<file path="src/hdl/srle_pkg.sv">
// ----------------------------------------------------------------------------
// srle_pkg
// Shared types and constants for the sprite RLE stream decoder.
// ----------------------------------------------------------------------------
package srle_pkg;

    localparam int MAX_FRAMES_DEF = 256;

    localparam int WORD_W   = 16;
    localparam int RUN_W    = 15;
    localparam int OFF_W    = 32;
    localparam int FIDX_W   = 8;
    localparam int HWC_W    = 17;
    localparam int TDATA_W  = 128;
    localparam int TUSER_W  = 4;

    localparam logic [WORD_W-1:0] FMT_BIT_MASK  = 16'h0001;
    localparam logic [WORD_W-1:0] REQ_BIT_MASK  = 16'h0002;
    localparam logic [WORD_W-1:0] TAG_ODD_MASK  = 16'h0001;
    localparam logic [WORD_W-1:0] TAG_RUN_MASK  = 16'hFFFE;

    typedef enum logic [3:0] {
        PH_FLAGS_LO,
        PH_FLAGS_HI,
        PH_COUNT,
        PH_HEADER,
        PH_TAG,
        PH_PIXEL,
        PH_MARK,
        PH_DONE,
        PH_ERROR,
        PH_FSTART
    } t_phase;

    typedef enum logic [3:0] {
        KIND_HDR,
        KIND_FRAME_HDR,
        KIND_LITERAL,
        KIND_TRANSP,
        KIND_PIXEL,
        KIND_LINE_END,
        KIND_FRAME_END,
        KIND_FILE_END,
        KIND_ERROR
    } t_kind;

    typedef enum logic [2:0] {
        ERR_NONE,
        ERR_FLAGS,
        ERR_FRAMES,
        ERR_MARKER,
        ERR_TRAILING
    } t_err;

    typedef struct packed {
        t_kind              kind;
        logic [FIDX_W-1:0]  frame_index;
        logic [WORD_W-1:0]  line_index;
        logic [OFF_W-1:0]   pixel_offset;
        logic [WORD_W-1:0]  pixel_value;
        logic [RUN_W-1:0]   run_length;
        logic [WORD_W-1:0]  frame_width;
        logic [WORD_W-1:0]  frame_height;
        logic               color_is_565;
        t_err               error_code;
    } t_result;

endpackage

</file>
<file path="src/hdl/srle_height_mem.sv">
// ----------------------------------------------------------------------------
// srle_height_mem
// Frame height table: one write port, one registered read port, write data
// forwarded on a same-address read.
// ----------------------------------------------------------------------------
module srle_height_mem #(
    parameter int MAX_FRAMES = srle_pkg::MAX_FRAMES_DEF
) (
    input  logic                            i_clk,
    input  logic                            i_wr_en,
    input  logic [((MAX_FRAMES > 1) ? $clog2(MAX_FRAMES) : 1)-1:0] i_wr_addr,
    input  logic [srle_pkg::WORD_W-1:0]     i_wr_data,
    input  logic                            i_rd_en,
    input  logic [((MAX_FRAMES > 1) ? $clog2(MAX_FRAMES) : 1)-1:0] i_rd_addr,
    output logic [srle_pkg::WORD_W-1:0]     o_rd_data
);

    logic [srle_pkg::WORD_W-1:0] r_mem [MAX_FRAMES];
    logic [srle_pkg::WORD_W-1:0] r_rd_data;

    always_ff @(posedge i_clk) begin
        if (i_wr_en) begin
            r_mem[i_wr_addr] <= i_wr_data;
        end
    end

    always_ff @(posedge i_clk) begin
        if (i_rd_en) begin
            if (i_wr_en && (i_wr_addr == i_rd_addr)) begin
                r_rd_data <= i_wr_data;
            end else begin
                r_rd_data <= r_mem[i_rd_addr];
            end
        end
    end

    assign o_rd_data = r_rd_data;

endmodule

</file>
<file path="config.mk">
export PLATFORM = sky130hd
export DESIGN_NAME = srle_height_mem
export DESIGN_NICKNAME = d
export VERILOG_FILES = /design/src/hdl/srle_pkg.sv /design/src/hdl/srle_height_mem.sv
export SDC_FILE = /design/constraint.sdc
export NUM_CORES = 2
export LEC_CHECK = 0
export BUFFER_PORTS_ARGS = -buffer_cell sky130_fd_sc_hd__clkbuf_2
export CAP_MARGIN = 15
export CORE_ASPECT_RATIO = 1.25
export CORE_UTILIZATION = 55
export DETAILED_ROUTE_END_ITERATION = 7
export MAX_ROUTING_LAYER = met4
export PLACE_DENSITY = 0.7
export SLEW_MARGIN = 20
export SYNTH_ARGS = -nofsm -noshare
export SYNTH_HDL_FRONTEND = slang
export SYNTH_SLANG_ARGS = --single-unit
</file>
<file path="constraint.sdc">
create_clock -name i_clk -period 2.9 [get_ports i_clk]
set_input_delay 0.29 -clock i_clk [delete_from_list [all_inputs] [get_ports i_clk]]
set_output_delay 0.29 -clock i_clk [all_outputs]
set_load 0.01 [all_outputs]
</file>
==> metrics.txt <==
maximum vdd drop between 0.0004 and 0.0005 V; CP max stage delay 0.84 ns; DRC viols 0; drt wl/cell 35.19 um; Starting DRT DRC Count 12410; setup bufs post-CTS 0; Mean Syn Cell Area between 20 and 25 um2; critical path endpoint category flop; Async SR Flop Fraction 0%; PortBufs 50; vias 83620; setup TNS -0.002431 ns; Max Cap Viol 0; Overall Power between 100 and 150 mW; Area Overhead vs Synth 16.45%; share of layout cells above drive strength 1 ~30%; post-layout util roughly 65%; largest net degree at the start of global routing 117; Fin. Hold Viols 0; Initial Utilization between 50% and 60%; Clock Path Buffers 4; Die W 481.7 um; worst path arrival time around 3.6 ns; reg2reg path depth 7; outcome finished, violations left; first-pass GRT wire length 622300 um; detailed-router iteration count before antenna repair 7; f_max 344.5 MHz; number of synthesized flops with an enable pin 4112; Power Dens Cells 659.9 nW/um2; Slew Viols, Final 0; DP Wirelength 284000 um; Synth Flop Type edfxtp_1; leakage power 59.87 nW; minimum clock period 2.902 ns; CP max stage cell nor4_1; P_int between 90 and 100 mW; CTS clk-pin slew, worst paths roughly 0.07 ns; synthesized instance count 7444; failing checks negative setup slack; Tcrit/Tclk final 100.1%; clk_skew about 0.056 ns; Final ANT Viol Nets 0; CTS tree yes; WHS Path Cells 1; Worst-Margin Slew 1.297 ns; Clock power frac 40.1%; CP Max Fanout 2; Rows 219; GR Util All Layers 31.57%; CP Data Required Time between 3 and 4 ns; critical path startpoint category flop; Yosys reg bits ~4000; GPL Wtd Cong 0.9622; CTS Buf Count between 300 and 400; global route total overflow 0; HP Class in2reg; synth warn 0; initial antenna violation count 22; Vias/cell 6.635; Synth cell types 67; Netlist Area Pre-Place roughly 160000 um2; Comb pwr share 6.0%; H-tree depth 5; Setup CP Type reg2reg; post-synthesis sequential area ratio 78.04%; Clock Sinks ~4100; Setup WS pre-CTS -1.310 ns; post-route setup slack -0.002431 ns; CP Cell Sequence mux4_2 > a22oi_1 > buf_4 > a41oi_1 > nor4_1 > and3_1 > nor2_1; sequential fraction of design power a little over half; final setup vio count 1; Chip Height 601.7 um; Net Sw Power ~26 mW; Final nets 8578; Post-Route WL 443600 um; Core Box Area 285500 um2; switching share of power 21.32%; Mapped Nets approximately 7500; Slew headroom 13.56%; root buf cell clkbuf_16; vias in the first global route 83520; WHS roughly 0.054 ns; IO Count 51; full die area slightly below 300000 um2; Clk Latency, worst-skew pair 0.93 ns; unrepaired setup endpoints after global routing no
-- critical path, delay by kind of cell (launching register included) --
family	cells	cell delay, ns
buffers and inverters	1	0.20
multiplexers	1	0.50
AND/OR/NAND/NOR	3	1.15
AO/OA/AOI/OAI	2	0.43
flip-flops	1	0.37
-- timing repair --
item / in CTS / in global routing
setup endpoints to repair: 5 / 5
hold buffers: 10 / 0
resized for setup: 20 / 8
pin swaps: 10 / 4
hold endpoints to repair: 253 / 0
-- registers in the layout, summed over array words and instances (netlist names) --
register and count:
r_mem 4096, o_rd_data 16
-- layout make-up --
cell class                      instances  area [um2]
Clock inverter                        204        1831
Antenna cell                           15       37.54
Clock buffer                          466       10040
Fill cell                           18490      101300
Sequential cell                      4112      123500
Tap cell                             3757        4701
Multi-Input combinational cell       2866       32650
Timing Repair Buffer                 1177       11490
Inverter                                7       31.28
-- placed cells by master, fill, tap and decap left out, types with 31 or more instances in the layout --
cell	n
edfxtp_1	4112
buf_4	911
a22oi_1	256
o221ai_1	73
nor3_1	43
clkinv_2	72
mux2i_1	411
nor2b_1	57
nand3_1	69
buf_12	206
o22ai_1	107
o21ai_0	47
a211oi_1	63
bufinv_16	31
clkinv_1	73
nor2_2	44
nand2_1	144
a21oi_1	77
a2111oi_0	42
clkbuf_16	390
mux4_2	803
nand4_1	32
mux2_2	40
nor2_1	316
clkbuf_1	76
-- metal layers --
metal	wire, um	GRT usage [%]	up-vias
li1	-	-	33520
met1	158600	40.36	44150
met2	214000	48.49	5028
met3	43230	5.858	922
met4	27770	16.73	0
met5	0	-	-
-- cell usage after synthesis, types with 65 or more instances --
library cell  number  area [um2]
mux4_2           803       18080
a21oi_1           77       385.4
nand2_1          148       555.5
buf_2             65       325.3
o22ai_1          107       669.4
edfxtp_1        4112      123500
a22oi_1          261        1959
clkbuf_1         229       859.6
nand3_1           69       345.3
mux2i_1          411        4114
nor2_1           362        1359
buf_4             84       630.6
o221ai_1          73       639.4
-- final timing paths --
| path | startpoint | end | slack, ns |
|---|---|---|---|
| max | r_mem[251][12] | o_rd_data[12] | -0.002 |
| min | i_wr_data[14] | r_mem[109][14] | 0.05 |
| max reg2reg | r_mem[251][12] | o_rd_data[12] | -0.002 |
| min reg2reg | r_mem[187][3] | o_rd_data[3] | 1.13 |
-- power groups by stage --
stage / combinational [mW] / sequential [mW] / clock [mW]
CTS: 7.17 / 65.6 / 49.0
global route: 7.48 / 65.6 / 51.1
global placement: 6.97 / 66.9 / 0
detailed placement: 7.10 / 66.9 / 0
floorplan: 3.08 / 66.9 / 0
finish: 7.27 / 65.6 / 48.7
-- per-stage QoR --
stage,cell area [um2],cells
floorplan,158200,7444
global placement,172100,11910
detailed placement,172100,11910
CTS,184200,12590
global route,184200,12600
finish,184300,12600
-- kinds of logic (layout without fill, tap and decap cells) --
family	Yosys count	in the layout	synth area share (%)
flip-flops	4112	4112	78.04
multiplexers	1257	1257	14.34
AND/OR/NAND/NOR	784	784	2.216
other	0	15	0
buffers and inverters	466	1854	1.582
XOR/XNOR	8	8	0.04428
AO/OA/AOI/OAI	817	817	3.781
Power figures use the tool's default switching activity.
