`src/hdl/srle_pkg.sv`:
```
// ----------------------------------------------------------------------------
// srle_pkg
// Shared types and constants for the sprite RLE stream decoder.
// ----------------------------------------------------------------------------
package srle_pkg;

    localparam int MAX_FRAMES_DEF = 256;

    localparam int WORD_W   = 16;
    localparam int RUN_W    = 15;
    localparam int OFF_W    = 32;
    localparam int FIDX_W   = 8;
    localparam int HWC_W    = 17;
    localparam int TDATA_W  = 128;
    localparam int TUSER_W  = 4;

    localparam logic [WORD_W-1:0] FMT_BIT_MASK  = 16'h0001;
    localparam logic [WORD_W-1:0] REQ_BIT_MASK  = 16'h0002;
    localparam logic [WORD_W-1:0] TAG_ODD_MASK  = 16'h0001;
    localparam logic [WORD_W-1:0] TAG_RUN_MASK  = 16'hFFFE;

    typedef enum logic [3:0] {
        PH_FLAGS_LO,
        PH_FLAGS_HI,
        PH_COUNT,
        PH_HEADER,
        PH_TAG,
        PH_PIXEL,
        PH_MARK,
        PH_DONE,
        PH_ERROR,
        PH_FSTART
    } t_phase;

    typedef enum logic [3:0] {
        KIND_HDR,
        KIND_FRAME_HDR,
        KIND_LITERAL,
        KIND_TRANSP,
        KIND_PIXEL,
        KIND_LINE_END,
        KIND_FRAME_END,
        KIND_FILE_END,
        KIND_ERROR
    } t_kind;

    typedef enum logic [2:0] {
        ERR_NONE,
        ERR_FLAGS,
        ERR_FRAMES,
        ERR_MARKER,
        ERR_TRAILING
    } t_err;

    typedef struct packed {
        t_kind              kind;
        logic [FIDX_W-1:0]  frame_index;
        logic [WORD_W-1:0]  line_index;
        logic [OFF_W-1:0]   pixel_offset;
        logic [WORD_W-1:0]  pixel_value;
        logic [RUN_W-1:0]   run_length;
        logic [WORD_W-1:0]  frame_width;
        logic [WORD_W-1:0]  frame_height;
        logic               color_is_565;
        t_err               error_code;
    } t_result;

endpackage

```
`src/hdl/srle_parser.sv`:
```
// ----------------------------------------------------------------------------
// srle_parser
// File parser: phase tracking, header and run decoding, one result per beat.
// ----------------------------------------------------------------------------
module srle_parser #(
    parameter int MAX_FRAMES = srle_pkg::MAX_FRAMES_DEF
) (
    input  logic                            i_clk,
    input  logic                            i_rst_n,
    input  logic                            i_acc,
    input  logic [srle_pkg::WORD_W-1:0]     i_word,
    input  logic                            i_start,
    input  logic [srle_pkg::WORD_W-1:0]     i_rd_data,
    output logic                            o_wr_en,
    output logic [((MAX_FRAMES > 1) ? $clog2(MAX_FRAMES) : 1)-1:0] o_wr_addr,
    output logic [srle_pkg::WORD_W-1:0]     o_wr_data,
    output logic                            o_rd_en,
    output logic [((MAX_FRAMES > 1) ? $clog2(MAX_FRAMES) : 1)-1:0] o_rd_addr,
    output srle_pkg::t_result               o_result
);

    localparam int AW = (MAX_FRAMES > 1) ? $clog2(MAX_FRAMES) : 1;
    localparam int CW = $clog2(MAX_FRAMES + 1);
    localparam int WW = srle_pkg::WORD_W;

    srle_pkg::t_phase           r_phase, n_phase, e_phase, ph_sel;
    logic                       r_req, n_req, e_req;
    logic                       r_fmt, n_fmt, e_fmt;
    logic [WW-1:0]              r_total, n_total, e_total;
    logic [CW-1:0]              r_fcnt, n_fcnt, e_fcnt;
    logic [srle_pkg::HWC_W-1:0] r_hwc, n_hwc, e_hwc;
    logic [WW-1:0]              r_hw, n_hw;
    logic [WW-1:0]              r_hh, n_hh;
    logic [WW-1:0]              r_cur_h, n_cur_h;
    logic [WW-1:0]              r_line, n_line, e_line;
    logic [srle_pkg::OFF_W-1:0] r_off, n_off, e_off;
    logic [srle_pkg::RUN_W-1:0] r_left, n_left, e_left;
    srle_pkg::t_err             r_err, n_err, e_err, err;

    logic [WW-1:0]              h_eff;
    logic [WW-1:0]              line_nx;
    logic [srle_pkg::RUN_W-1:0] run;
    logic [srle_pkg::RUN_W-1:0] left_nx;
    logic [srle_pkg::HWC_W:0]   last_k;
    logic [WW-1:0]              hdr_h;
    srle_pkg::t_kind            kind;
    logic [WW-1:0]              pv, fw, fh;
    logic [srle_pkg::RUN_W-1:0] run_o;

    always_ff @(posedge i_clk) begin
        if (!i_rst_n) begin
            r_phase <= srle_pkg::PH_FLAGS_LO;
            r_req   <= 1'b0;
            r_fmt   <= 1'b0;
            r_total <= '0;
            r_fcnt  <= '0;
            r_hwc   <= '0;
            r_line  <= '0;
            r_off   <= '0;
            r_left  <= '0;
            r_err   <= srle_pkg::ERR_NONE;
        end else if (i_acc) begin
            r_phase <= n_phase;
            r_req   <= n_req;
            r_fmt   <= n_fmt;
            r_total <= n_total;
            r_fcnt  <= n_fcnt;
            r_hwc   <= n_hwc;
            r_line  <= n_line;
            r_off   <= n_off;
            r_left  <= n_left;
            r_err   <= n_err;
        end
    end

    always_ff @(posedge i_clk) begin
        if (i_acc) begin
            r_hw    <= n_hw;
            r_hh    <= n_hh;
            r_cur_h <= n_cur_h;
        end
    end

    always_comb begin
        e_phase = i_start ? srle_pkg::PH_FLAGS_LO : r_phase;
        e_req   = i_start ? 1'b0 : r_req;
        e_fmt   = i_start ? 1'b0 : r_fmt;
        e_total = i_start ? '0 : r_total;
        e_fcnt  = i_start ? '0 : r_fcnt;
        e_hwc   = i_start ? '0 : r_hwc;
        e_line  = i_start ? '0 : r_line;
        e_off   = i_start ? '0 : r_off;
        e_left  = i_start ? '0 : r_left;
        e_err   = i_start ? srle_pkg::ERR_NONE : r_err;

        if (e_phase == srle_pkg::PH_FSTART) begin
            ph_sel = (i_rd_data == '0) ? srle_pkg::PH_MARK : srle_pkg::PH_TAG;
            h_eff  = i_rd_data;
        end else begin
            ph_sel = e_phase;
            h_eff  = r_cur_h;
        end

        n_phase = e_phase;
        n_req   = e_req;
        n_fmt   = e_fmt;
        n_total = e_total;
        n_fcnt  = e_fcnt;
        n_hwc   = e_hwc;
        n_hw    = r_hw;
        n_hh    = r_hh;
        n_cur_h = h_eff;
        n_line  = e_line;
        n_off   = e_off;
        n_left  = e_left;
        n_err   = e_err;

        o_wr_en   = 1'b0;
        o_wr_addr = e_fcnt[AW-1:0];
        o_wr_data = i_word;
        o_rd_en   = 1'b0;

        err     = srle_pkg::ERR_NONE;
        kind    = srle_pkg::KIND_HDR;
        pv      = '0;
        fw      = '0;
        fh      = '0;
        run_o   = '0;

        run     = i_word[WW-1:1] & srle_pkg::TAG_RUN_MASK[WW-1:1];
        line_nx = e_line + 1'b1;
        left_nx = e_left - 1'b1;
        hdr_h   = (e_hwc == 17'd3) ? i_word : r_hh;
        last_k  = (hdr_h == '0) ? 18'd3
                : 18'd3 + {1'b0, (hdr_h - 1'b1), 1'b0};

        unique case (ph_sel)
            srle_pkg::PH_FLAGS_LO: begin
                n_req   = (i_word & srle_pkg::REQ_BIT_MASK) != '0;
                n_fmt   = (i_word & srle_pkg::FMT_BIT_MASK) != '0;
                n_phase = srle_pkg::PH_FLAGS_HI;
            end
            srle_pkg::PH_FLAGS_HI: begin
                if (!e_req) begin
                    err = srle_pkg::ERR_FLAGS;
                end else begin
                    n_phase = srle_pkg::PH_COUNT;
                end
            end
            srle_pkg::PH_COUNT: begin
                n_total = i_word;
                if ({1'b0, i_word} > 17'(MAX_FRAMES)) begin
                    err = srle_pkg::ERR_FRAMES;
                end else if (i_word == '0) begin
                    kind    = srle_pkg::KIND_FILE_END;
                    n_phase = srle_pkg::PH_DONE;
                end else begin
                    n_fcnt  = '0;
                    n_hwc   = '0;
                    n_phase = srle_pkg::PH_HEADER;
                end
            end
            srle_pkg::PH_HEADER: begin
                kind  = srle_pkg::KIND_FRAME_HDR;
                n_hwc = e_hwc + 1'b1;
                if (e_hwc == 17'd2) begin
                    n_hw = i_word;
                    fw   = i_word;
                end else if (e_hwc > 17'd2) begin
                    fw   = r_hw;
                end
                if (e_hwc == 17'd3) begin
                    n_hh    = i_word;
                    o_wr_en = i_acc;
                end
                if (e_hwc >= 17'd3) begin
                    fh = hdr_h;
                    if ({1'b0, e_hwc} >= last_k) begin
                        n_hwc  = '0;
                        n_fcnt = e_fcnt + 1'b1;
                        if (17'(n_fcnt) >= {1'b0, e_total}) begin
                            n_fcnt  = '0;
                            n_off   = '0;
                            n_line  = '0;
                            n_left  = '0;
                            n_phase = srle_pkg::PH_FSTART;
                            o_rd_en = i_acc;
                        end
                    end
                end
            end
            srle_pkg::PH_TAG: begin
                n_phase = srle_pkg::PH_TAG;
                if (i_word == '0) begin
                    kind   = srle_pkg::KIND_LINE_END;
                    n_line = line_nx;
                    if (line_nx >= h_eff) begin
                        n_phase = srle_pkg::PH_MARK;
                    end
                end else if ((i_word & srle_pkg::TAG_ODD_MASK) == '0) begin
                    kind  = srle_pkg::KIND_TRANSP;
                    run_o = run;
                    n_off = e_off + 32'(run);
                end else begin
                    kind   = srle_pkg::KIND_LITERAL;
                    run_o  = run;
                    n_left = run;
                    if (run != '0) begin
                        n_phase = srle_pkg::PH_PIXEL;
                    end
                end
            end
            srle_pkg::PH_PIXEL: begin
                kind   = srle_pkg::KIND_PIXEL;
                pv     = i_word;
                n_off  = e_off + 1'b1;
                n_left = left_nx;
                if (left_nx == '0) begin
                    n_phase = srle_pkg::PH_TAG;
                end
            end
            srle_pkg::PH_MARK: begin
                if (i_word != '0) begin
                    err = srle_pkg::ERR_MARKER;
                end else begin
                    n_fcnt = e_fcnt + 1'b1;
                    if (17'(n_fcnt) >= {1'b0, e_total}) begin
                        kind    = srle_pkg::KIND_FILE_END;
                        n_phase = srle_pkg::PH_DONE;
                    end else begin
                        kind    = srle_pkg::KIND_FRAME_END;
                        n_off   = '0;
                        n_line  = '0;
                        n_left  = '0;
                        n_phase = srle_pkg::PH_FSTART;
                        o_rd_en = i_acc;
                    end
                end
            end
            srle_pkg::PH_DONE: begin
                err = srle_pkg::ERR_TRAILING;
            end
            default: begin
                err = (e_err != srle_pkg::ERR_NONE) ? e_err : srle_pkg::ERR_TRAILING;
            end
        endcase

        if (err != srle_pkg::ERR_NONE) begin
            n_err   = err;
            n_phase = srle_pkg::PH_ERROR;
            kind    = srle_pkg::KIND_ERROR;
            pv      = '0;
            run_o   = '0;
            fw      = '0;
            fh      = '0;
        end

        o_rd_addr = n_fcnt[AW-1:0];

        o_result.kind         = kind;
        o_result.frame_index  = srle_pkg::FIDX_W'(e_fcnt);
        o_result.line_index   = e_line;
        o_result.pixel_offset = e_off;
        o_result.pixel_value  = pv;
        o_result.run_length   = run_o;
        o_result.frame_width  = fw;
        o_result.frame_height = fh;
        o_result.color_is_565 = n_fmt;
        o_result.error_code   = err;
    end

endmodule

```
`config.mk`:
```
export PLATFORM = sky130hd
export DESIGN_NAME = srle_parser
export DESIGN_NICKNAME = d
export VERILOG_FILES = /design/src/hdl/srle_pkg.sv /design/src/hdl/srle_parser.sv
export SDC_FILE = /design/constraint.sdc
export NUM_CORES = 1
export LEC_CHECK = 0
export ABC_AREA = 1
export BUFFER_PORTS_ARGS = -buffer_cell sky130_fd_sc_hd__buf_2
export CORE_MARGIN = 4
export CORE_UTILIZATION = 30
export CTS_BUF_LIST = sky130_fd_sc_hd__clkbuf_8
export CTS_CLUSTER_SIZE = 28
export DETAILED_ROUTE_END_ITERATION = 7
export GPL_ROUTABILITY_DRIVEN = 0
export PLACE_DENSITY = 0.49
export SYNTH_ARGS = -nofsm -noshare
export SYNTH_HDL_FRONTEND = slang
export SYNTH_SLANG_ARGS = --single-unit
```
`constraint.sdc`:
```
create_clock -name i_clk -period 8.13 [get_ports i_clk]
set_input_delay 0.4065 -clock i_clk [delete_from_list [all_inputs] [get_ports i_clk]]
set_output_delay 0.4065 -clock i_clk [all_outputs]
set_load 0.05 [all_outputs]
```
==> summary.md <==
| Metric | Value |
|---|---|
| Outcome | `complete, no violations` |
| Power Density | `113.6 nW/um^2` |
| Io pins | `about 200` |
| Pin count of the biggest net entering global routing | `77` |
| Final Critical Period | `7.223 ns` |
| GRT overflow | `0` |
| Root buf cell | `clkbuf_8` |
| PnR Total Power | `a little under 2 mW` |
| Post-Synthesis Net Count | `2716` |
| Post-cts resize count | `0` |
| Clk slew on worst S/H paths | `0.11 ns` |
| Vias in the first global route | `16580` |
| CTS tree | `yes` |
| CP max stage cell | `nor3_1` |
| Post-Route Setup TNS | `0 ns` |
| Crit path largest cell delay | `~0.50 ns` |
| IO Port Bufs | `roughly 200` |
| Post-synth EDFFs | `48` |
| Mean area per synthesized cell | `around 6.0 um^2` |
| CP startpoint kind | `flop` |
| Global-route wire length before repair | `93430 um` |
| Reg2reg end | `r_off[12]` |
| Min Hold Slack | `0.1716 ns` |
| Min-delay src | `i_rd_data[0]` |
| Fillers | `around 5800` |
| H-Tree Depth | `4` |
| Worst hold path endpoint | `r_cur_h[0]` |
| Clock buffer depth | `2` |
| Worst path bufs/invs | `4` |
| Required time worst endpoint | `7.72 ns` |
| Setup Crit Path Kind | `reg2out` |
| Chip height | `between 200 and 250 um` |
| Row Count | `83` |
| Vias per cell | `5.163` |
| Crit share post-route | `0.8885` |
| Core area | `around 52000 um^2` |
| Commonest non-fill, non-tap cell in the layout | `nand2_1` |
| CTS Sinks | `between 150 and 200` |
| Most frequent cells in the layout | `nand2_1, inv_1, nor2_1, a21oi_1, o21ai_0` |
| Largest delay share family, worst path | `simple AND/OR/NAND/NOR gates` |
| Starting density of the core | `0.3048` |
| Top FF cell, synth | `dfxtp_1` |
| DR WL/cell | `roughly 18 um` |
| Inserted Clock Buffers | `17` |
| RSZ-0062 raised after global routing | `no` |
| CP endpoint kind | `primary output` |
| Syn Std Cell Area | `roughly 16000 um^2` |
| Initial antenna violation count | `0` |
| Fraction of registers with async set/reset | `0` |
| Clk_skew | `between 0.02 and 0.03 ns` |
| Final Cell Area | `about 17000 um^2` |
| Worst-Skew Late Latency | `slightly below 0.6 ns` |
| Cell variety after synth | `57` |
| DR iter-0 viols | `1502` |
| Synth-to-Final Area Change | `10.72%` |
| Router iterations before antenna repair | `5` |
| Dpl cell area | `~17000 um^2` |
| Hold Crit Class | `in2reg` |
| Worst R2R Path Depth | `31` |
| Post-Route WL | `60030 um` |
| Leak Pwr | `7.919 nW` |
| CP Max Fanout | `18` |
| Nets | `approximately 2800` |
| Synth Register Bits | `roughly 160` |
| Final hold viol count | `0` |
| DR vias | `17560` |
| Die Width | `around 240 um` |
| CTS Hold Bufs | `0` |
| Antenna viol nets, final | `0` |
| Hold path cells | `3` |
| Reg2Reg Setup Slack | `between 1.5 and 2 ns` |
| FMAX | `approximately 140 MHz` |
| Antenna cells | `0` |
| Actual slew at the worst max-slew pin | `about 1.0 ns` |
| Setup bufs post-CTS | `0` |
| # DRC | `0` |
| Die area | `between 50000 and 60000 um^2` |
| Share of layout cells above drive strength 1 | `0.1165` |
| Slew Limit Fails | `0` |
| GRT Util Overall | `0.2077` |
| Max-cap check violation count | `0` |
| Post-Syn Instances | `about 2600` |
| Total of warnings raised by yosys | `0` |
| RR Startpoint | `r_hwc[1]` |
| Max-slew headroom | `0.3023` |
| Crit path DAT | `roughly 7 ns` |
| HPWL Detailed | `~42000 um` |
| Maximum vdd drop | `about 0.00009 V` |
| Register area share after synthesis | `0.2372` |
| Endpoints failing setup | `0` |
==> per-stage QoR <==
stage / std cells / util / worst slack (ns)
2_1_floorplan: 2613 / - / 1.294
3_3_place_gp: 3368 / 0.3296 / 1.399
3_5_place_dp: 3368 / 0.3296 / 1.157
4_1_cts: 3400 / 0.3374 / 0.8234
5_1_grt: 3400 / 0.3374 / 0.1845
6_report: 3400 / 0.3374 / 0.9067
==> routing by layer <==
metal	wire, um	track usage	share of wire
met5	0	0	0
met4	1234	0.05556	0.021
met3	2978	0.03937	0.050
met2	28900	0.3557	0.48
met1	26920	0.2680	0.45
==> state kept, by name (all words and copies together) (netlist names), named ones only <==
register,flops
r_off,32
r_hwc,17
r_cur_h,16
r_hw,16
r_line,16
r_total,16
r_hh,15
r_left,15
r_fcnt,9
r_phase,4
r_err,3
r_fmt,1
r_req,1
==> report_power, final <==
part	leakage (nW)	switching (mW)	internal [mW]	total (mW)
sequential	1.37	0.0125	0.855	0.867
combinational	6.35	0.337	0.109	0.446
clock	0.198	0.405	0.256	0.661
==> final cells by class <==
cell class,instances,area (um^2),share of cell area
Multi-Input combinational cell,1901,9719,0.5592
Sequential cell,162,3724,0.2142
Inverter,406,1530,0.08804
Timing Repair Buffer,219,1156,0.06651
Tap cell,680,850.8,0.04895
Clock buffer,17,234.0,0.01346
Clock inverter,15,167.7,0.009646
==> cell families after synthesis <==
kind of cell / synth area share
simple gates: 0.3504
buf+inv: 0.1451
fa+ha+maj: 0.05388
flops: 0.2372
compound gates: 0.1839
xor+xnor: 0.02957
==> worst register-to-register path, delay by kind of cell, from the launching register on <==
kind | cells | cell delay [ns]
flip-flops | 1 | 0.36
adder cells (fa/ha/maj) | 3 | 0.64
AO/OA/AOI/OAI | 4 | 0.85
AND/OR/NAND/NOR | 21 | 3.60
buffers and inverters | 3 | 0.85
==> synthesized netlist by cell type (9+ instances only) <==
cell type / number / area (um^2)
o22ai_1: 13 / 81.33
nand4_1: 82 / 513.0
or2_2: 20 / 125.1
nand3b_1: 19 / 142.6
nor2_1: 285 / 1070
inv_1: 393 / 1475
a21oi_1: 226 / 1131
dfxtp_1: 114 / 2282
nor4_1: 14 / 87.58
clkbuf_1: 78 / 292.8
xor2_1: 45 / 394.1
buf_1: 15 / 56.30
o221ai_1: 9 / 78.83
nor3_1: 37 / 185.2
ha_1: 66 / 825.8
nand2_1: 610 / 2290
o211ai_1: 23 / 172.7
o21ai_0: 196 / 980.9
nand3_1: 162 / 810.8
a22oi_1: 11 / 82.58
edfxtp_1: 48 / 1441
buf_4: 39 / 292.8
==> how the worst max path moves through the flow <==
stage	startpoint	endpoint	slack (ns)	cells after the start
floorplan	i_start	o_rd_en	1.29	37
global placement	i_start	o_rd_addr[1]	1.40	33
detailed placement	i_start	o_rd_addr[1]	1.16	33
CTS	r_hwc[1]	o_rd_addr[1]	0.82	31
global route	r_hwc[1]	o_rd_addr[1]	0.18	31
finish	r_hwc[1]	o_rd_addr[1]	0.91	31
(Power assumes the default switching activity.)
