--- config.mk ---
export PLATFORM = sky130hd
export DESIGN_NAME = srle_out_buf
export DESIGN_NICKNAME = d
export VERILOG_FILES = /design/src/hdl/srle_pkg.sv /design/src/hdl/srle_out_buf.sv
export SDC_FILE = /design/constraint.sdc
export NUM_CORES = 1
export LEC_CHECK = 0
export BUFFER_PORTS_ARGS = -buffer_cell sky130_fd_sc_hd__buf_4
export CAP_MARGIN = 20
export CORE_ASPECT_RATIO = 0.6
export CORE_MARGIN = 2
export CORE_UTILIZATION = 55
export CTS_CLUSTER_SIZE = 20
export DETAILED_ROUTE_END_ITERATION = 8
export HOLD_SLACK_MARGIN = 0.05
export PLACE_DENSITY_LB_ADDON = 0.15
export SLEW_MARGIN = 20
export SYNTH_ARGS = -nofsm -noshare
export SYNTH_HDL_FRONTEND = slang
export SYNTH_SLANG_ARGS = --single-unit
--- constraint.sdc ---
create_clock -name i_clk -period 18.75 [get_ports i_clk]
set_clock_uncertainty 0.1 [all_clocks]
set_input_delay 0 -clock i_clk [delete_from_list [all_inputs] [get_ports i_clk]]
set_output_delay 0 -clock i_clk [all_outputs]
set_load 0.03 [all_outputs]
--- src/hdl/srle_pkg.sv ---
// ----------------------------------------------------------------------------
// srle_pkg
// Shared types and constants for the sprite RLE stream decoder.
// ----------------------------------------------------------------------------
package srle_pkg;

    localparam int MAX_FRAMES_DEF = 256;

    localparam int WORD_W   = 16;
    localparam int RUN_W    = 15;
    localparam int OFF_W    = 32;
    localparam int FIDX_W   = 8;
    localparam int HWC_W    = 17;
    localparam int TDATA_W  = 128;
    localparam int TUSER_W  = 4;

    localparam logic [WORD_W-1:0] FMT_BIT_MASK  = 16'h0001;
    localparam logic [WORD_W-1:0] REQ_BIT_MASK  = 16'h0002;
    localparam logic [WORD_W-1:0] TAG_ODD_MASK  = 16'h0001;
    localparam logic [WORD_W-1:0] TAG_RUN_MASK  = 16'hFFFE;

    typedef enum logic [3:0] {
        PH_FLAGS_LO,
        PH_FLAGS_HI,
        PH_COUNT,
        PH_HEADER,
        PH_TAG,
        PH_PIXEL,
        PH_MARK,
        PH_DONE,
        PH_ERROR,
        PH_FSTART
    } t_phase;

    typedef enum logic [3:0] {
        KIND_HDR,
        KIND_FRAME_HDR,
        KIND_LITERAL,
        KIND_TRANSP,
        KIND_PIXEL,
        KIND_LINE_END,
        KIND_FRAME_END,
        KIND_FILE_END,
        KIND_ERROR
    } t_kind;

    typedef enum logic [2:0] {
        ERR_NONE,
        ERR_FLAGS,
        ERR_FRAMES,
        ERR_MARKER,
        ERR_TRAILING
    } t_err;

    typedef struct packed {
        t_kind              kind;
        logic [FIDX_W-1:0]  frame_index;
        logic [WORD_W-1:0]  line_index;
        logic [OFF_W-1:0]   pixel_offset;
        logic [WORD_W-1:0]  pixel_value;
        logic [RUN_W-1:0]   run_length;
        logic [WORD_W-1:0]  frame_width;
        logic [WORD_W-1:0]  frame_height;
        logic               color_is_565;
        t_err               error_code;
    } t_result;

endpackage

--- src/hdl/srle_out_buf.sv ---
// ----------------------------------------------------------------------------
// srle_out_buf
// Result output register with one skid stage.
// ----------------------------------------------------------------------------
module srle_out_buf (
    input  logic                i_clk,
    input  logic                i_rst_n,
    input  logic                i_push,
    input  srle_pkg::t_result   i_data,
    output logic                o_ready,
    output logic                o_valid,
    input  logic                i_pop_ready,
    output srle_pkg::t_result   o_data
);

    logic              r_ov;
    logic              r_sv;
    srle_pkg::t_result r_out;
    srle_pkg::t_result r_skid;
    logic              pop;

    assign pop     = r_ov && i_pop_ready;
    assign o_ready = !r_sv;
    assign o_valid = r_ov;
    assign o_data  = r_out;

    always_ff @(posedge i_clk) begin
        if (!i_rst_n) begin
            r_ov <= 1'b0;
            r_sv <= 1'b0;
        end else if (r_sv) begin
            if (pop) begin
                r_sv <= 1'b0;
            end
        end else if (i_push) begin
            if (r_ov && !pop) begin
                r_sv <= 1'b1;
            end else begin
                r_ov <= 1'b1;
            end
        end else if (pop) begin
            r_ov <= 1'b0;
        end
    end

    always_ff @(posedge i_clk) begin
        if (r_sv) begin
            if (pop) begin
                r_out <= r_skid;
            end
        end else if (i_push) begin
            if (r_ov && !pop) begin
                r_skid <= i_data;
            end else begin
                r_out <= i_data;
            end
        end
    end

endmodule

==> results of run 1 <==
## flip-flops by register name, indices dropped and copies added (netlist names)
name / flops
r_sv: 1
o_data: 127
o_valid: 1
r_skid: 127
## worst max-delay path, delay by kind of cell (launching register included)
family | cells | cell delay, ns
muxes | 1 | 0.36
buffers and inverters | 2 | 1.46
DFF | 1 | 0.77
## worst paths after layout
| check | end | from | cells after the start | slack, ns |
|---|---|---|---|---|
| max | o_data[69]$_DFFE_PP_ | r_sv$_SDFF_PN0_ | 3 | 15.73 |
| min | r_skid[38]$_DFFE_PP_ | i_push | 2 | 0.13 |
| max reg2reg | o_data[69]$_DFFE_PP_ | r_sv$_SDFF_PN0_ | 3 | 15.73 |
| min reg2reg | o_data[11]$_DFFE_PP_ | r_skid[11]$_DFFE_PP_ | 1 | 0.44 |
## cell type report
cell class | count | area (µm²)
clock buffer | 25 | 583
clock inverter | 13 | 80.1
fill | 880 | 3410
inverter | 3 | 11.3
multi-input combinational | 136 | 1790
sequential | 256 | 7670
tap | 234 | 293
timing repair buffer | 395 | 3290
## stage by stage
| stage | area [µm²] | hold slack [ns] | util, % | setup WS (ns) | power (W) |
|---|---|---|---|---|---|
| after floorplan | 9610 | -0.00283 | - | 11.05 | 0.000802 |
| after global placement | 11700 | 0.0863 | 68.6 | 15.78 | 0.000865 |
| after detailed placement | 11700 | 0.0879 | 68.6 | 15.73 | 0.000868 |
| after CTS | 13700 | 0.108 | 80.1 | 15.72 | 0.00132 |
| after global routing | 13700 | 0.121 | 80.1 | 15.62 | 0.00135 |
| final | 13700 | 0.131 | 80.1 | 15.73 | 0.00131 |
## logic make-up (layout without fill, tap and decap cells)
group	after synthesis	in the layout	share of synthesized area, %
compound gates	4	4	0.234
buf+inv	18	436	1.68
flops	256	256	79.8
mux	128	128	18.0
simple gates	4	4	0.274
## where the power goes
part / switching (W) / internal [W]
clock: 0.000193 / 0.000236
sequential: 0.0000134 / 0.000672
combinational: 0.000101 / 0.0000943
total: 0.000308 / 0.00100
## placed cells by master (no fill, tap or decap)
cell	n
inv_1	3
dfxtp_1	1
dlygate4sd3_1	131
clkinv_2	4
mux2_2	50
a21oi_1	1
clkbuf_1	2
clkbuf_16	23
a21oi_4	1
mux2i_1	1
nor2b_1	1
dfxtp_4	1
o21ai_1	1
buf_4	264
nand2_1	1
and4_4	1
bufinv_16	1
nand3b_1	1
a211oi_1	1
mux2_4	77
edfxtp_1	254
clkinv_1	8
## metal layers
metal | GRT usage (%) | share of wire (%) | vias to the layer above
met2 | 36.7 | 48 | 230
met3 | 5.94 | 7.9 | 33
met1 | 28.8 | 42 | 2668
met4 | 5.54 | 2.2 | 0
li1 | - | - | 2432
met5 | 0 | 0 | -
==> results.cfg, run 1 <==
[pwr]
leakagePower_nw = 5.30
peakVddDrop_mv = 0.0665
power_density_nw_per_um2 = 95.5

[sta]
period_share_pct = 16.1
drv_slew = 0
clock.fmax_ghz = 0.331
rsz0062_at_grt = no
report.final.setup_viol = 0
hold_viol = 0
setup_tns_ns = 0
worst_pin_slew_ns = 1.05
period_minus_slack_ns = 3.02
slew_headroom_pct = 29.9

[synth]
synth_most_common_cell = edfxtp_1
synth.largest_area_cell = edfxtp_1
ys.warnings.count = 0
syn_avg_cell_area_um2 = 23.4
ys_dominant_reg_cell = edfxtp_1
syn-num-nets = 541
synth.top_cells.by_count = edfxtp_1, mux2_4, mux2_2, buf_6, buf_2
ys_seq_area_share_pct = 79.8
synth_top_cell_area_share_pct = 79.4
syn_inst = 410
ys_ff_latch = 256
synth_edf_count = 254
synthArstFlopShare_pct = 0
synth_cell_type_count = 17
syn_area_um2 = 9610
yosys-top-cells-area = edfxtp_1, mux2_4, mux2_2, buf_6, dfxtp_1

[die]
die_h_um = 106
start_util_pct = 56.1
num_rows = 37
io_pins = 260
core-area_um2 = 17100
dieArea_um2 = 18600
die_w_um = 175

[global_routing]
grt_util_all_layers_pct = 21.9
grt_pass1_vias = 5695
grt_pass1_wl_um = 31300
grt_overflow = 0
antenna_found_initial = 0
grt_start_max_net_pins = 82

[clock_network]
postCtsHoldBufs = 131
clkLatencyLatePin_ns = 0.50
clkSinkCount = 256
cts_resized = 0
root_buffer = clkbuf_16
clkTransAtPathRegs_ns = 0.06
post_cts_buffers = 0
numCtsBuffers = 23
cts_tree = yes
cts-htree-levels = 1
clock_path_buffers = 3

[finish]
drive_gt1_share_pct = 51.0
layout.nets = 946
antenna_cells = 0
syn_to_final_growth_pct = 42.9
stdcell_count = 1062

[place]
dp.final_hpwl_um = 11800
place_inst = 893
numPortBuffers = 259
gp_congestion = 0.793

[hold_path]
hold_path.class = input port to register

[outcome]
outcome = complete, no violations

[setup_path]
worst_ep_arrival_time_ns = 3.16
worstSetupStartpointType = register
crit_chain = buf_4 > buf_4 > mux2_4
crit_fanout = 49
slowest_delay_ns = 0.77
crit_path_top_delay_cell = dfxtp_4
crit_top_cell = buf_4
path_class = register to register
end_kind = register
required_ns = 18.89

[drt]
num_vias = 5363
post-route-drc-count = 0
firstDrtPassIters = 4
via_per_inst = 5.05
postRouteAntennaNets = 0
wl_um = 20600
wire_per_inst_um = 19.4
drtIter0Drc = 387

[flow_run]
cap_violations = 0
Power figures use the tool's default switching activity.
==> run 2: changes to the inputs <==
ABC_AREA = 1   (was default)
CORE_UTILIZATION = 47   (was 55)
clock period = 2.7 ns   (was 18.75 ns; I/O delays follow)
==> results.cfg, run 2 <==
[sta]
layout_setup_ws_ns = 0.753
period_minus_slack_ns = 1.95
period_share_pct = 72.1
rsz0062_at_grt = no
drv_slew = 0
hold-worst-slack_ns = 0.0940
slew_headroom_pct = 30.4
clock.fmax_ghz = 0.514
hold_viol = 0
report.final.setup_viol = 0
worst_pin_slew_ns = 1.04

[hold_path]
min-delay-start = i_push
hold_path_depth = 4
hold_path.class = input port to register
hold_end = o_data[98]$_DFFE_PP_

[setup_path]
cp_top_family = buffers and inverters
slowest_delay_ns = 0.40
end_kind = register
crit_fanout = 108
reg2reg_from = o_valid$_SDFFE_PN0P_
r2r_cells = 5
path_class = register to register
crit_chain = inv_1 > nor2_1 > nand2_1 > clkinvlp_4 > buf_12
worstReg2RegEnd = r_skid[106]$_DFFE_PP_
worst_ep_arrival_time_ns = 1.98
crit_path_top_delay_cell = buf_12
crit_buf_inv = 3
worstSetupStartpointType = register
r2r_slack_ns = 0.75
required_ns = 2.73

[finish]
layout_commonest_cell = nand2_1
layout.nets = 1210
syn_to_final_growth_pct = 44.9
final_cell_mix = nand2_1, buf_4, edfxtp_1
antenna_cells = 0
fin_util_pct = 68.8
drive_gt1_share_pct = 27.7

[place]
gp_congestion = 0.755
numPortBuffers = 259
dp.final_hpwl_um = 12500
preCtsSetupSlack_ns = 0.674

[die]
die_h_um = 114
core-area_um2 = 19800
io_pins = 260
dieArea_um2 = 21200
start_util_pct = 47.5
num_rows = 40
die_w_um = 187

[global_routing]
grt_start_max_net_pins = 109
grt_overflow = 0
grt_pass1_vias = 6263
antenna_found_initial = 0
grt_pass1_wl_um = 33400
grt_util_all_layers_pct = 20.0

[synth]
ys_dominant_reg_cell = edfxtp_1
synth_cell_type_count = 12
syn_area_um2 = 9410
synth_most_common_cell = nand2_1
ys_seq_area_share_pct = 81.4
ys_ff_latch = 256
syn-num-nets = 816
synth.top_cells.by_count = nand2_1, edfxtp_1, buf_6, buf_2, inv_1
synth_top_cell_area_share_pct = 81.0
syn_inst = 685
synth.largest_area_cell = edfxtp_1
syn_avg_cell_area_um2 = 13.7
yosys-top-cells-area = edfxtp_1, nand2_1, buf_6, buf_2, dfxtp_1
synthArstFlopShare_pct = 0
synth_edf_count = 254
ys.warnings.count = 0

[drt]
wl_um = 21400
wire_per_inst_um = 15.6
postRouteAntennaNets = 0
via_per_inst = 4.56
firstDrtPassIters = 4
drtIter0Drc = 513
num_vias = 6248
post-route-drc-count = 0

[clock_network]
clkTransAtPathRegs_ns = 0.06
cts_tree = yes
clock_path_buffers = 3
clkSinkCount = 256
post_cts_buffers = 0
numCtsBuffers = 24
clkLatencyLatePin_ns = 0.50
cts-htree-levels = 1
root_buffer = clkbuf_16

[pwr]
peakVddDrop_mv = 0.467
leakagePower_nw = 5.75
power_density_nw_per_um2 = 673

[outcome]
outcome = complete, no violations

[flow_run]
cap_violations = 0
[run 2: metal layers]
layer  track usage (%)  vias to the layer above  routed length [µm]
met4              4.60                        0                 385
met5                 0                        -                   0
li1                  -                     3093                   -
met3              4.71                       27                1630
met2              31.0                      244                9670
met1              29.1                     2884                9680
[run 2: repair_timing]
action                    in CTS  in global routing
hold buffers                 131                  0
resized for setup              0                  0
hold endpoints to repair     256                  0
[run 2: logic make-up after synthesis]
group / share of synthesized area [%]
AO/OA/AOI/OAI: 0.106
flip-flops: 81.4
AND/OR/NAND/NOR: 15.6
buffers and inverters: 2.84
[run 2: final cells by class]
type | count | area [µm²]
multi-input cells | 393 | 1510
repair buffers | 397 | 3340
flip-flops and latches | 256 | 7670
clock buffers | 33 | 656
well taps | 273 | 342
fillers | 1424 | 6180
inverters | 7 | 32.5
clock inverters | 11 | 98.8
[run 2: metrics by stage]
| stage | power (W) | cell area (µm²) | std cells | setup TNS (ns) |
|---|---|---|---|---|
| floorplan | 0.00535 | 9450 | 685 | -119.72 |
| global placement | 0.00583 | 11600 | 1195 | 0 |
| detailed placement | 0.00584 | 11600 | 1195 | 0 |
| CTS | 0.00926 | 13600 | 1370 | 0 |
| global route | 0.00952 | 13600 | 1370 | 0 |
| finish | 0.00919 | 13600 | 1370 | 0 |
[run 2: worst max-delay path by stage]
stage | startpoint | endpoint | cells past startpoint
after floorplan | r_sv$_SDFF_PN0_ | o_data[0]$_DFFE_PP_ | 4
after global placement | r_sv$_SDFF_PN0_ | o_data[125]$_DFFE_PP_ | 3
after detailed placement | r_sv$_SDFF_PN0_ | o_data[28]$_DFFE_PP_ | 3
after CTS | r_sv$_SDFF_PN0_ | o_data[14]$_DFFE_PP_ | 3
after global routing | o_valid$_SDFFE_PN0P_ | r_skid[120]$_DFFE_PP_ | 5
final | o_valid$_SDFFE_PN0P_ | r_skid[106]$_DFFE_PP_ | 5
[run 2: report_power, final]
| group | internal, W | switching (W) | total, W |
|---|---|---|---|
| combinational | 0.000504 | 0.000686 | 0.00119 |
| sequential | 0.00464 | 0.0000770 | 0.00472 |
| clock | 0.00189 | 0.00139 | 0.00328 |
[run 2: worst register-to-register path, cell delays in order (launching register included)]
cell and delay, ns:
dfxtp_2 0.38, inv_1 0.05, nor2_1 0.20, nand2_1 0.15, clkinvlp_4 0.12, buf_12 0.40
==> run 3: changes to the inputs <==
CORE_UTILIZATION = 52   (was 47)
clock period = 1.8 ns   (was 2.7 ns; I/O delays follow)
==> results.cfg, run 3 (synthesized netlist as in run 2, its figures left out) <==
[outcome]
outcome = complete, no violations

[global_routing]
grt_pass1_wl_um = 32800
grt_pass1_vias = 6285
grt_start_max_net_pins = 129
antenna_found_initial = 1
grt_util_all_layers_pct = 22.3
grt_overflow = 0

[setup_path]
r2r_cells = 5
required_ns = 1.87
worst_ep_arrival_time_ns = 1.70
worstReg2RegEnd = r_skid[78]$_DFFE_PP_
crit_fanout = 59
end_kind = register
worstSetupStartpointType = register
r2r_slack_ns = 0.17
reg2reg_from = o_valid$_SDFFE_PN0P_
path_class = register to register

[clock_network]
clkLatencyLatePin_ns = 0.50
clkTransAtPathRegs_ns = 0.06
cts_tree = yes
root_buffer = clkbuf_16
numCtsBuffers = 23
clock_path_buffers = 3
cts-htree-levels = 1
clkSinkCount = 256
post_cts_buffers = 0

[sta]
drv_slew = 0
hold_viol = 0
period_minus_slack_ns = 1.63
rsz0062_at_grt = no
period_share_pct = 90.8
worst_pin_slew_ns = 0.610
report.final.setup_viol = 0
clock.fmax_ghz = 0.612
slew_headroom_pct = 59.4

[place]
dp.final_hpwl_um = 12700
gp_congestion = 0.762
numPortBuffers = 259
place_area_um2 = 11600

[drt]
wl_um = 22300
firstDrtPassIters = 5
post-route-drc-count = 0
num_vias = 6448
postRouteAntennaNets = 0
drtIter0Drc = 538
via_per_inst = 4.81
wire_per_inst_um = 16.6

[pwr]
swShare_pct = 24.0
power_density_nw_per_um2 = 987
p_sw_w = 0.00322
leakagePower_nw = 5.76
pwr-share-seq_pct = 52.5
p_int_w = 0.0102
peakVddDrop_mv = 0.668
comb_power_share_pct = 13.7
power.clock.fraction_pct = 33.8

[finish]
layout.nets = 1214
drive_gt1_share_pct = 28.2
final_cell_area_um2 = 13600
n_fill_cell = 1130
syn_to_final_growth_pct = 44.9
layout_commonest_cell = nand2_1
final_cell_mix = nand2_1, buf_4, edfxtp_1
fin_util_pct = 76.3

[hold_path]
hold_path_depth = 2
hold_path.class = input port to register
min-delay-start = i_data[40]
hold_end = r_skid[40]$_DFFE_PP_

[die]
start_util_pct = 52.7
num_rows = 38
dieArea_um2 = 19200
die_h_um = 108
io_pins = 260
die_w_um = 178
core-area_um2 = 17900

[flow_run]
cap_violations = 0
[run 3: cell count changes in the layout (fill, tap and decap cells not counted), sizes merged]
cell / previous run / this run
clkinvlp: 1 / 3
clkbuf: 33 / 30
bufinv: 2 / 1
diode: 0 / 1
buf: 266 / 270
[run 3: area by class of cell]
class / count / area, µm² / share of cell area [%]
flip-flops and latches: 256 / 7670 / 56.2
repair buffers: 402 / 3450 / 25.3
multi-input cells: 393 / 1510 / 11.0
clock buffers: 29 / 598 / 4.38
well taps: 240 / 300 / 2.20
clock inverters: 12 / 86.3 / 0.633
inverters: 7 / 32.5 / 0.238
diodes: 1 / 2.50 / 0.0183
[run 3: critical path, stage by stage, from the launching register on]
cell	delay, ns
dfxtp_2	0.33
inv_1	0.04
nor2_1	0.20
nand2_1	0.15
clkinvlp_4	0.15
buf_12	0.30
[run 3: per-stage QoR]
stage	setup slack, ns	TNS, ns	cells	power (W)	hold slack, ns
after floorplan	-1.48	-348.32	685	0.00803	-0.00241
after global placement	0.195	0	1166	0.00876	0.0879
after detailed placement	0.174	0	1166	0.00878	0.0887
after CTS	0.00639	0	1338	0.0135	0.103
after global routing	0.0458	0	1340	0.0139	0.115
final	0.165	0	1340	0.0135	0.120
[run 3: power groups by stage]
stage | registers (W) | logic, W | clock network [W]
3_3_place_gp | 0.00718 | 0.00157 | 0
4_1_cts | 0.00706 | 0.00183 | 0.00464
6_report | 0.00706 | 0.00184 | 0.00455
3_5_place_dp | 0.00718 | 0.00160 | 0
2_1_floorplan | 0.00767 | 0.000359 | 0
5_1_grt | 0.00708 | 0.00197 | 0.00487
[run 3: worst max-delay path by stage]
stage	endpoint	slack [ns]	cells after the start	start
2_1_floorplan	o_data[0]$_DFFE_PP_	-1.48	4	r_sv$_SDFF_PN0_
3_3_place_gp	r_skid[82]$_DFFE_PP_	0.19	5	o_valid$_SDFFE_PN0P_
3_5_place_dp	r_skid[78]$_DFFE_PP_	0.17	5	o_valid$_SDFFE_PN0P_
4_1_cts	o_ready	0.006	3	r_sv$_SDFF_PN0_
5_1_grt	r_skid[83]$_DFFE_PP_	0.05	5	o_valid$_SDFFE_PN0P_
6_report	r_skid[78]$_DFFE_PP_	0.17	5	o_valid$_SDFFE_PN0P_
[run 3: layer usage]
layer  part of all wire [%]  GRT usage (%)
met3                    9.5           6.12
met1                     43           30.7
met5                      0              0
met2                     46           35.8
met4                    2.1           5.27
[run 3: repair_timing]
| item | CTS | global route |
|---|---|---|
| endpoints found under the hold margin | 283 | 0 |
| cloned | 0 | 1 |
| hold buffers | 131 | 0 |
| setup endpoints to repair | 1 | 1 |
| gates resized for setup | 1 | 0 |
